==> config.mk <==
export PLATFORM = sky130hd
export DESIGN_NAME = uniform_range_encoder_unit
export DESIGN_NICKNAME = d
export VERILOG_FILES = /design/src/rtl/ure_pkg.sv /design/src/rtl/ure_div.sv /design/src/rtl/uniform_range_encoder_unit.sv
export VERILOG_INCLUDE_DIRS = /design/src /design/src/rtl
export SDC_FILE = /design/constraint.sdc
export NUM_CORES = 2
export LEC_CHECK = 0
export BUFFER_PORTS_ARGS = -buffer_cell sky130_fd_sc_hd__buf_2
export CORE_ASPECT_RATIO = 0.8
export CORE_MARGIN = 4
export CORE_UTILIZATION = 40
export DETAILED_ROUTE_END_ITERATION = 8
export PLACE_DENSITY_LB_ADDON = 0.25
export SYNTH_ARGS = -nofsm -noshare
export SYNTH_HDL_FRONTEND = slang
export SYNTH_SLANG_ARGS = --single-unit
==> constraint.sdc <==
create_clock -name aclk -period 25.4 [get_ports aclk]
set_clock_uncertainty 0.2 [all_clocks]
set_input_delay 1.27 -clock aclk [delete_from_list [all_inputs] [get_ports aclk]]
set_output_delay 1.27 -clock aclk [all_outputs]
set_load 0.1 [all_outputs]
==> src/rtl/uniform_range_encoder_unit_macros.svh <==
// ----------------------------------------------------------------------------
// Uniform range encoder assertion macros
// Shorthand for clocked implication checks used by the encoder RTL.
// ----------------------------------------------------------------------------
`ifndef UNIFORM_RANGE_ENCODER_UNIT_MACROS_SVH
`define UNIFORM_RANGE_ENCODER_UNIT_MACROS_SVH

// Same-cycle implication, disabled while in reset
`define URE_ASSERT_IMP(label, ante, cons, msg) \
    label: assert property (@(posedge aclk) disable iff (!aresetn) (ante) |-> (cons)) \
        else $error(msg);

// Next-cycle implication, disabled while in reset
`define URE_ASSERT_NXT(label, ante, cons, msg) \
    label: assert property (@(posedge aclk) disable iff (!aresetn) (ante) |=> (cons)) \
        else $error(msg);

`endif

==> src/rtl/ure_pkg.sv <==
// ----------------------------------------------------------------------------
// Uniform range encoder package
// Shared widths, constants and the sequencer state type.
// ----------------------------------------------------------------------------
package ure_pkg;

    localparam int WORD_W  = 64;
    localparam int BYTE_W  = 8;
    localparam int RADIX_W = 9;
    localparam int QCNT_W  = 6;
    localparam int MAX_OUT = 8;
    localparam int NCNT_W  = 4;
    localparam int BUF_AW  = 3;
    localparam int BAE_W   = 3;

    localparam logic [RADIX_W-1:0] RADIX_RESET = 9'd64;
    localparam logic [RADIX_W-1:0] RADIX_PASS  = 9'd256;
    localparam logic [RADIX_W-1:0] RADIX_MIN   = 9'd2;

    typedef enum logic [8:0] {
        ST_IDLE   = 9'b000000001,
        ST_LOAD   = 9'b000000010,
        ST_MUL    = 9'b000000100,
        ST_ADD    = 9'b000001000,
        ST_DIV0   = 9'b000010000,
        ST_DIV1   = 9'b000100000,
        ST_UPD    = 9'b001000000,
        ST_RENORM = 9'b010000000,
        ST_DRAIN  = 9'b100000000
    } ure_state_t;

endpackage

==> src/rtl/ure_div.sv <==
// ----------------------------------------------------------------------------
// Uniform range encoder divider
// Restoring radix-2 divider: 64-bit dividend by radix, one quotient bit/cycle.
// ----------------------------------------------------------------------------
module ure_div (
    input  logic                          aclk,
    input  logic                          aresetn,
    input  logic                          start,
    input  logic [ure_pkg::WORD_W-1:0]    dividend,
    input  logic [ure_pkg::RADIX_W-1:0]   divisor,
    output logic                          done,
    output logic [ure_pkg::WORD_W-1:0]    quotient
);
    import ure_pkg::*;

    logic [WORD_W-1:0]  dvd_reg;
    logic [RADIX_W-1:0] rem_reg;
    logic [RADIX_W-1:0] dsr_reg;
    logic [QCNT_W-1:0]  cnt_reg;
    logic               busy_reg;
    logic               done_reg;

    logic [RADIX_W:0]   trial;
    logic               ge;
    logic [RADIX_W:0]   diff;

    assign trial = {rem_reg, dvd_reg[WORD_W-1]};
    assign ge    = (trial >= {1'b0, dsr_reg});
    assign diff  = trial - {1'b0, dsr_reg};

    always_ff @(posedge aclk) begin
        if (!aresetn) begin
            busy_reg <= 1'b0;
            done_reg <= 1'b0;
            cnt_reg  <= '0;
        end else begin
            done_reg <= 1'b0;
            if (start) begin
                busy_reg <= 1'b1;
                cnt_reg  <= '0;
            end else if (busy_reg) begin
                cnt_reg <= cnt_reg + 1'b1;
                if (cnt_reg == QCNT_W'(WORD_W - 1)) begin
                    busy_reg <= 1'b0;
                    done_reg <= 1'b1;
                end
            end
        end
    end

    always_ff @(posedge aclk) begin
        if (start) begin
            dvd_reg <= dividend;
            dsr_reg <= divisor;
            rem_reg <= '0;
        end else if (busy_reg) begin
            // remainder stays below the divisor, so the top bit drops
            rem_reg <= ge ? diff[RADIX_W-1:0] : trial[RADIX_W-1:0];
            dvd_reg <= {dvd_reg[WORD_W-2:0], ge};
        end
    end

    assign done     = done_reg;
    assign quotient = dvd_reg;

endmodule

==> src/rtl/uniform_range_encoder_unit.sv <==
// ----------------------------------------------------------------------------
// Uniform range encoder unit
// Carry-less range coder with equal symbol weights, packing symbols to bytes.
// ----------------------------------------------------------------------------
// Channel   Dir  Handshake             Payload
// s_        in   s_tvalid/s_tready     tdata=symbol, tlast=last
// m_        out  m_tvalid/m_tready     tdata=out_byte, tlast=run_last,
//                                      tuser={invalid, message_end}
// cfg_      in   cfg_we                cfg_wdata=radix
//
// A coded symbol is loaded, multiplied, summed, divided in two passes of the
// shared bit-serial divider and renormalised; each byte is shifted out in
// renormalisation, then drained. A final symbol repeats the narrowing for
// each phantom symbol until the tail bytes are out. Pass-through and
// invalid symbols skip to draining. Results drain from an eight-byte buffer
// through one output register, one per accepted transaction; a stalled output
// holds the input. Synchronous active-low reset; no clearing pass is needed.
// ----------------------------------------------------------------------------
module uniform_range_encoder_unit #(
    parameter int SHIFT_BITS = 48
) (
    input  logic       aclk,
    input  logic       aresetn,
    input  logic       s_tvalid,
    output logic       s_tready,
    input  logic [7:0] s_tdata,   // [7:0] symbol
    input  logic       s_tlast,
    output logic       m_tvalid,
    input  logic       m_tready,
    output logic [7:0] m_tdata,   // [7:0] out_byte
    output logic       m_tlast,
    output logic [1:0] m_tuser,   // [0] message_end, [1] invalid
    input  logic       cfg_we,
    input  logic [8:0] cfg_wdata
);
    import ure_pkg::*;

    `include "uniform_range_encoder_unit_macros.svh"

    localparam logic [WORD_W-1:0] TOP_ONES  = (64'd1 << (SHIFT_BITS + 8)) - 64'd1;
    localparam logic [WORD_W-1:0] LOW_MASK  = (64'd1 << SHIFT_BITS) - 64'd1;
    localparam int                AFTER_END = (SHIFT_BITS + 7) / 8 + 1;

    ure_state_t          state_reg;
    logic [RADIX_W-1:0]  radix_reg;
    logic [WORD_W-1:0]   high_reg;
    logic [WORD_W-1:0]   low_reg;
    logic [WORD_W-1:0]   denom_reg;
    logic [WORD_W-1:0]   prod_reg;
    logic [WORD_W-1:0]   num0_reg;
    logic [WORD_W-1:0]   num1_reg;
    logic [WORD_W-1:0]   q0_reg;
    logic [RADIX_W-1:0]  m_reg;
    logic [BYTE_W-1:0]   c_reg;
    logic                ending_reg;
    logic [BAE_W-1:0]    bae_reg;
    logic [NCNT_W-1:0]   n_reg;
    logic [NCNT_W-1:0]   idx_reg;
    logic                end_flag_reg;
    logic                inv_flag_reg;
    logic                div_run_reg;
    logic                out_valid_reg;
    logic [BYTE_W-1:0]   out_byte_reg;
    logic                out_last_reg;
    logic [1:0]          out_user_reg;
    logic [BYTE_W-1:0]   buf_mem [MAX_OUT];

    logic [RADIX_W-1:0]  eff_radix;
    logic [WORD_W-1:0]   m1;
    logic                s_acc;
    logic                div_start;
    logic                div_done;
    logic [WORD_W-1:0]   div_quot;
    logic [WORD_W-1:0]   div_dvd;
    logic                agree;
    logic                narrow;
    logic                emit;
    logic                bae_done;
    logic                out_free;
    logic                drain_last;
    logic                buf_we;
    logic [BUF_AW-1:0]   buf_wa;
    logic [BYTE_W-1:0]   buf_wd;

    always_comb begin
        if (radix_reg == '0 || radix_reg > RADIX_PASS) begin
            eff_radix = RADIX_PASS;
        end else if (radix_reg == 9'd1) begin
            eff_radix = RADIX_MIN;
        end else begin
            eff_radix = radix_reg;
        end
    end

    assign m1        = {{(WORD_W-RADIX_W){1'b0}}, m_reg} - 64'd1;
    assign s_tready  = (state_reg == ST_IDLE);
    assign s_acc     = s_tvalid && s_tready;
    assign div_start = (state_reg == ST_DIV0 || state_reg == ST_DIV1) && !div_run_reg;
    assign div_dvd   = (state_reg == ST_DIV0) ? num0_reg : num1_reg;

    ure_div u_div (
        .aclk     (aclk),
        .aresetn  (aresetn),
        .start    (div_start),
        .dividend (div_dvd),
        .divisor  (m_reg),
        .done     (div_done),
        .quotient (div_quot)
    );

    assign agree    = (((high_reg ^ low_reg) >> SHIFT_BITS) == '0);
    assign narrow   = (high_reg < low_reg + m1);
    assign emit     = (agree || narrow) && (n_reg < NCNT_W'(MAX_OUT));
    assign bae_done = ({1'b0, bae_reg} + 4'd1) >= 4'(AFTER_END);
    assign out_free = !out_valid_reg || m_tready;
    assign drain_last = (idx_reg == n_reg - 1'b1);

    // buffer write port
    always_comb begin
        buf_we = 1'b0;
        buf_wa = n_reg[BUF_AW-1:0];
        buf_wd = low_reg[SHIFT_BITS +: BYTE_W];
        if (s_acc) begin
            buf_we = 1'b1;
            buf_wa = '0;
            buf_wd = (eff_radix == RADIX_PASS) ? s_tdata : '0;
        end else if (state_reg == ST_RENORM && emit) begin
            buf_we = 1'b1;
        end
    end

    always_ff @(posedge aclk) begin
        if (buf_we) begin
            buf_mem[buf_wa] <= buf_wd;
        end
    end

    always_ff @(posedge aclk) begin
        if (!aresetn) begin
            radix_reg <= RADIX_RESET;
        end else if (cfg_we) begin
            radix_reg <= cfg_wdata;
        end
    end

    always_ff @(posedge aclk) begin
        if (!aresetn) begin
            out_valid_reg <= 1'b0;
        end else if (state_reg == ST_DRAIN && out_free) begin
            out_valid_reg <= 1'b1;
        end else if (m_tready) begin
            out_valid_reg <= 1'b0;
        end
    end

    always_ff @(posedge aclk) begin
        if (!aresetn) begin
            state_reg     <= ST_IDLE;
            high_reg      <= TOP_ONES;
            low_reg       <= '0;
            ending_reg    <= 1'b0;
            bae_reg       <= '0;
            n_reg         <= '0;
            idx_reg       <= '0;
            div_run_reg   <= 1'b0;
        end else begin
            if (div_start) begin
                div_run_reg <= 1'b1;
            end
            unique case (state_reg)
                ST_IDLE: begin
                    idx_reg <= '0;
                    if (s_acc) begin
                        if (eff_radix == RADIX_PASS) begin
                            n_reg        <= NCNT_W'(1);
                            end_flag_reg <= s_tlast;
                            inv_flag_reg <= 1'b0;
                            state_reg    <= ST_DRAIN;
                        end else if ({1'b0, s_tdata} >= eff_radix) begin
                            n_reg        <= NCNT_W'(1);
                            end_flag_reg <= 1'b1;
                            inv_flag_reg <= 1'b1;
                            high_reg     <= TOP_ONES;
                            low_reg      <= '0;
                            state_reg    <= ST_DRAIN;
                        end else begin
                            c_reg        <= s_tdata;
                            m_reg        <= eff_radix;
                            ending_reg   <= s_tlast;
                            end_flag_reg <= s_tlast;
                            inv_flag_reg <= 1'b0;
                            bae_reg      <= '0;
                            n_reg        <= '0;
                            state_reg    <= ST_LOAD;
                        end
                    end
                end
                ST_LOAD: begin
                    denom_reg <= high_reg - low_reg + 64'd1;
                    state_reg <= ST_MUL;
                end
                ST_MUL: begin
                    prod_reg  <= denom_reg * {{(WORD_W-BYTE_W){1'b0}}, c_reg};
                    state_reg <= ST_ADD;
                end
                ST_ADD: begin
                    num0_reg  <= prod_reg + m1;
                    num1_reg  <= prod_reg + denom_reg + m1;
                    state_reg <= ST_DIV0;
                end
                ST_DIV0: begin
                    if (div_done) begin
                        q0_reg      <= div_quot;
                        div_run_reg <= 1'b0;
                        state_reg   <= ST_DIV1;
                    end
                end
                ST_DIV1: begin
                    if (div_done) begin
                        high_reg    <= low_reg + div_quot - 64'd1;
                        low_reg     <= low_reg + q0_reg;
                        div_run_reg <= 1'b0;
                        state_reg   <= ST_UPD;
                    end
                end
                ST_UPD: begin
                    state_reg <= ST_RENORM;
                end
                ST_RENORM: begin
                    if (emit) begin
                        n_reg <= n_reg + 1'b1;
                        if (ending_reg && bae_done) begin
                            // tail complete: drop the interval for the next message
                            high_reg   <= TOP_ONES;
                            low_reg    <= '0;
                            bae_reg    <= '0;
                            ending_reg <= 1'b0;
                            state_reg  <= ST_DRAIN;
                        end else begin
                            high_reg <= ((high_reg & LOW_MASK) << 8) | 64'hFF;
                            low_reg  <= (low_reg & LOW_MASK) << 8;
                            if (ending_reg) begin
                                bae_reg <= bae_reg + 1'b1;
                            end
                        end
                    end else if (!ending_reg || n_reg >= NCNT_W'(MAX_OUT)) begin
                        if (ending_reg) begin
                            high_reg   <= TOP_ONES;
                            low_reg    <= '0;
                            ending_reg <= 1'b0;
                        end
                        state_reg <= (n_reg == '0) ? ST_IDLE : ST_DRAIN;
                    end else begin
                        // feed a phantom midpoint symbol
                        c_reg     <= m_reg[RADIX_W-1:1];
                        state_reg <= ST_LOAD;
                    end
                end
                ST_DRAIN: begin
                    if (out_free) begin
                        out_byte_reg  <= buf_mem[idx_reg[BUF_AW-1:0]];
                        out_last_reg  <= drain_last;
                        out_user_reg  <= {inv_flag_reg, end_flag_reg & drain_last};
                        idx_reg       <= idx_reg + 1'b1;
                        if (drain_last) begin
                            state_reg <= ST_IDLE;
                        end
                    end
                end
                default: begin
                    state_reg <= ST_IDLE;
                end
            endcase
        end
    end

    assign m_tvalid = out_valid_reg;
    assign m_tdata  = out_byte_reg;
    assign m_tlast  = out_last_reg;
    assign m_tuser  = out_user_reg;

    `URE_ASSERT_IMP(a_n_cap, state_reg == ST_RENORM, n_reg <= NCNT_W'(MAX_OUT), "byte count over cap")
    `URE_ASSERT_IMP(a_end_on_last, m_tvalid && m_tuser[0], m_tlast, "message end off run last")
    `URE_ASSERT_IMP(a_inv_ends, m_tvalid && m_tuser[1], m_tuser[0] && m_tlast, "invalid not final")
    `URE_ASSERT_IMP(a_div_state, div_done, state_reg == ST_DIV0 || state_reg == ST_DIV1, "stray divide done")
    `URE_ASSERT_NXT(a_drain_idle, state_reg == ST_DRAIN && out_free && drain_last, state_reg == ST_IDLE, "drain did not finish")

endmodule
==> impl_metrics.json <==
{
  "yosysSeqAreaShare_pct": 27.97,
  "worst-r2r-setup-slack_ns": 16.08,
  "r2r_end": "buf_mem[5][7]",
  "netSwitchingPower_mw": 1.726,
  "reg2reg_depth": 27,
  "h-tree-depth": 3,
  "period_share_pct": 36.69,
  "synth.cell_area_um2": 64950,
  "cts_hold_buf": 0,
  "grt_max_degree": 116,
  "cts_buffers": 76,
  "port_buffers": 35,
  "ir_drop_uv": 53.45,
  "antenna_found_initial": 3,
  "path_class": "reg2reg",
  "cp-endpoint": "buf_mem[5][7]",
  "rsz0062_at_grt": "false",
  "synth_seq_cells": 664,
  "dieArea_um2": 168900,
  "fin_crit_ns": 9.319,
  "clkSinkCount": 664,
  "avgSynthCellArea_um2": 9.175,
  "power_mw": 4.404,
  "crit_top_cell": "a21oi_1",
  "clk_pin_slew_ns": 0.06,
  "syn_nets": 8180,
  "finalHoldViolations": 0,
  "crit_path_max_incr_delay_ns": 1.00,
  "worstSetupStartpointType": "register",
  "start_util_pct": 40.48,
  "ys_async_sr_fraction_pct": 0,
  "syn_inst": 7079,
  "die_w_um": 458.5,
  "layout.nets": 8046,
  "seq_power_share_pct": 30.5,
  "vias": 52500,
  "cts_resized": 0,
  "grt_pass1_vias": 51070,
  "worst_slack_ns": 16.08,
  "hp-class": "reg2reg",
  "cts_tree": "done",
  "fillers": 15520,
  "die_height_um": 368.4,
  "cap_violations": 0,
  "finalMaxSlewViolations": 0,
  "core_area_um2": 160500,
  "cp_max_fo": 98,
  "syn2layout_area_growth_pct": 7.060,
  "arrival_ns": 9.42,
  "tns_ns": 0,
  "cts_buffer_depth": 3,
  "via_per_inst": 5.746,
  "rows": 131,
  "drc": 0,
  "seqCellArea_um2": 18170,
  "required_ns": 25.50,
  "multi_input_area_um2": 43140,
  "p_leak_nw": 29.36,
  "synthDistinctLibCells": 95,
  "place_ws_ns": 16.09,
  "crit_start": "m_reg[5]",
  "max_clock_freq_ghz": 0.1073,
  "power.internal_mw": 2.678,
  "clk_latency_ns": 0.71,
  "drt-initial-drc-count": 4625,
  "outcome": "complete, no violations",
  "final_core_util_pct": 43.34,
  "final_cell_mix": "nand2_1, inv_1, ha_1",
  "power_frac_comb_pct": 44.2,
  "wirelength_um": 193600,
  "ioPinCount": 36,
  "grt_use_total_pct": 22.66,
  "power_density_nw_per_um2": 63.34,
  "finalSetupViolCount": 0,
  "dp_hpwl_um": 151500,
  "grt_pass1_wl_um": 302700,
  "overflow": 0,
  "synth_edf_count": 487,
  "end_kind": "register",
  "drive_gt1_share_pct": 3.982,
  "place.gp.congestion": 0.9667,
  "switching_share_pct": 39.20,
  "post_cts_buffers": 0,
  "synth_warnings": 0,
  "synth-main-ff-cell": "edfxtp_1",
  "drt-wirelength-per-cell_um": 21.19,
  "dr.pass1.iters": 6,
  "ant_nets": 0,
  "final_common_cell": "nand2_1",
  "r2r_start": "m_reg[5]",
  "slew-limit-headroom_pct": 21.13,
  "worst-path-stages": 27,
  "path_buf_inv": 2,
  "worst_slew_pin_slew_ns": 1.171,
  "slowest_stage": "nor3b_1",
  "clock_tree.root_cell": "clkbuf_16",
  "power.share.clock_pct": 25.4,
  "timing.hold.ws_ns": 0.2201,
  "cpLargestDelayFamily": "compound AO/OA/AOI/OAI gates"
}
==> power groups by stage <==
stage	registers (mW)	logic (mW)	clock network (mW)
after global routing	1.34	2.18	1.18
after detailed placement	1.36	1.91	0
final	1.34	1.95	1.12
after CTS	1.34	1.93	1.14
after global placement	1.36	1.90	0
after floorplan	1.33	1.46	0
==> per-stage QoR <==
step | instance area, µm² | instances
after global routing | 69540 | 9135
after global placement | 67090 | 8995
final | 69540 | 9136
after detailed placement | 67090 | 8995
after CTS | 69540 | 9135
after floorplan | 64950 | 7079
==> cells in the mapped netlist (71+ instances only) <==
library cell	n	area, µm²
nor2b_1	71	444.2
a211oi_1	97	728.2
a21oi_1	572	2863
mux2i_1	83	830.8
nor2_1	279	1047
a21o_1	265	1989
nor3_1	79	395.4
nand4_1	104	650.6
xor2_1	171	1498
fa_1	418	8368
clkbuf_1	258	968.4
nand3_1	133	665.6
and2_1	224	1401
ha_1	660	8258
nand2_1	789	2962
dfxtp_1	177	3543
edfxtp_1	487	14620
o21ai_0	373	1867
xnor2_1	285	2496
inv_1	691	2594
==> worst min path at each step <==
stage,start,endpoint,slack [ns],depth (start not counted)
after floorplan,inv_flag_reg,m_tuser[1],0.20,0
after global placement,inv_flag_reg,m_tuser[1],0.21,0
after detailed placement,inv_flag_reg,m_tuser[1],0.20,0
after CTS,inv_flag_reg,m_tuser[1],0.22,0
after global routing,inv_flag_reg,m_tuser[1],0.22,0
final,inv_flag_reg,m_tuser[1],0.22,0
==> worst register-to-register path: stages (launching register included) <==
cell and delay (ns):
edfxtp_1 0.46, nor4_1 0.39, nand2b_1 0.12, nor3_1 0.22, nor3b_2 0.29, buf_12 0.46
ha_1 0.46, a21oi_1 0.19, o21ai_0 0.16, a221oi_1 0.28, o211ai_1 0.21, o41ai_2 0.61
o32a_1 0.31, o21ai_1 0.17, a41oi_1 0.43, o21bai_1 0.11, a21oi_1 0.18, xor2_1 0.18
ha_1 0.27, a21o_1 0.17, a21o_1 0.17, a221oi_1 0.29, a21oi_1 0.16, a21oi_1 0.27
buf_4 0.23, nor3b_1 0.71, nand2_1 0.25, nor3b_1 1.00
==> cells by family (layout without fill, tap and decap cells) <==
| kind of cell | after synthesis | count (layout) | synth area share [%] |
|---|---|---|---|
| compound gates | 1866 | 1866 | 18.31 |
| xor+xnor | 456 | 456 | 6.149 |
| fa+ha+maj | 1078 | 1078 | 25.60 |
| buf+inv | 982 | 910 | 5.721 |
| flops | 664 | 664 | 27.97 |
| mux | 108 | 108 | 1.990 |
| other cells | 0 | 1 | 0 |
| simple gates | 1925 | 1925 | 14.26 |
==> per-layer routing <==
metal | share of wire (%) | up-vias | global-route usage [%]
met5 | 0 | - | 0
met4 | 1.9 | 0 | 4.581
met3 | 7.5 | 223 | 3.467
met2 | 40 | 1754 | 32.61
met1 | 50 | 25700 | 35.55
li1 | - | 24820 | -
==> layout make-up <==
type | count | share of cell area [%]
multi-input combinational | 5433 | 62.03
sequential | 664 | 26.13
tap | 2128 | 3.829
inverter | 692 | 3.737
clock buffer | 92 | 2.895
timing repair buffer | 78 | 0.7521
clock inverter | 48 | 0.6226
antenna | 1 | 0.003599
No activity file was read; power rests on OpenSTA's default activity.
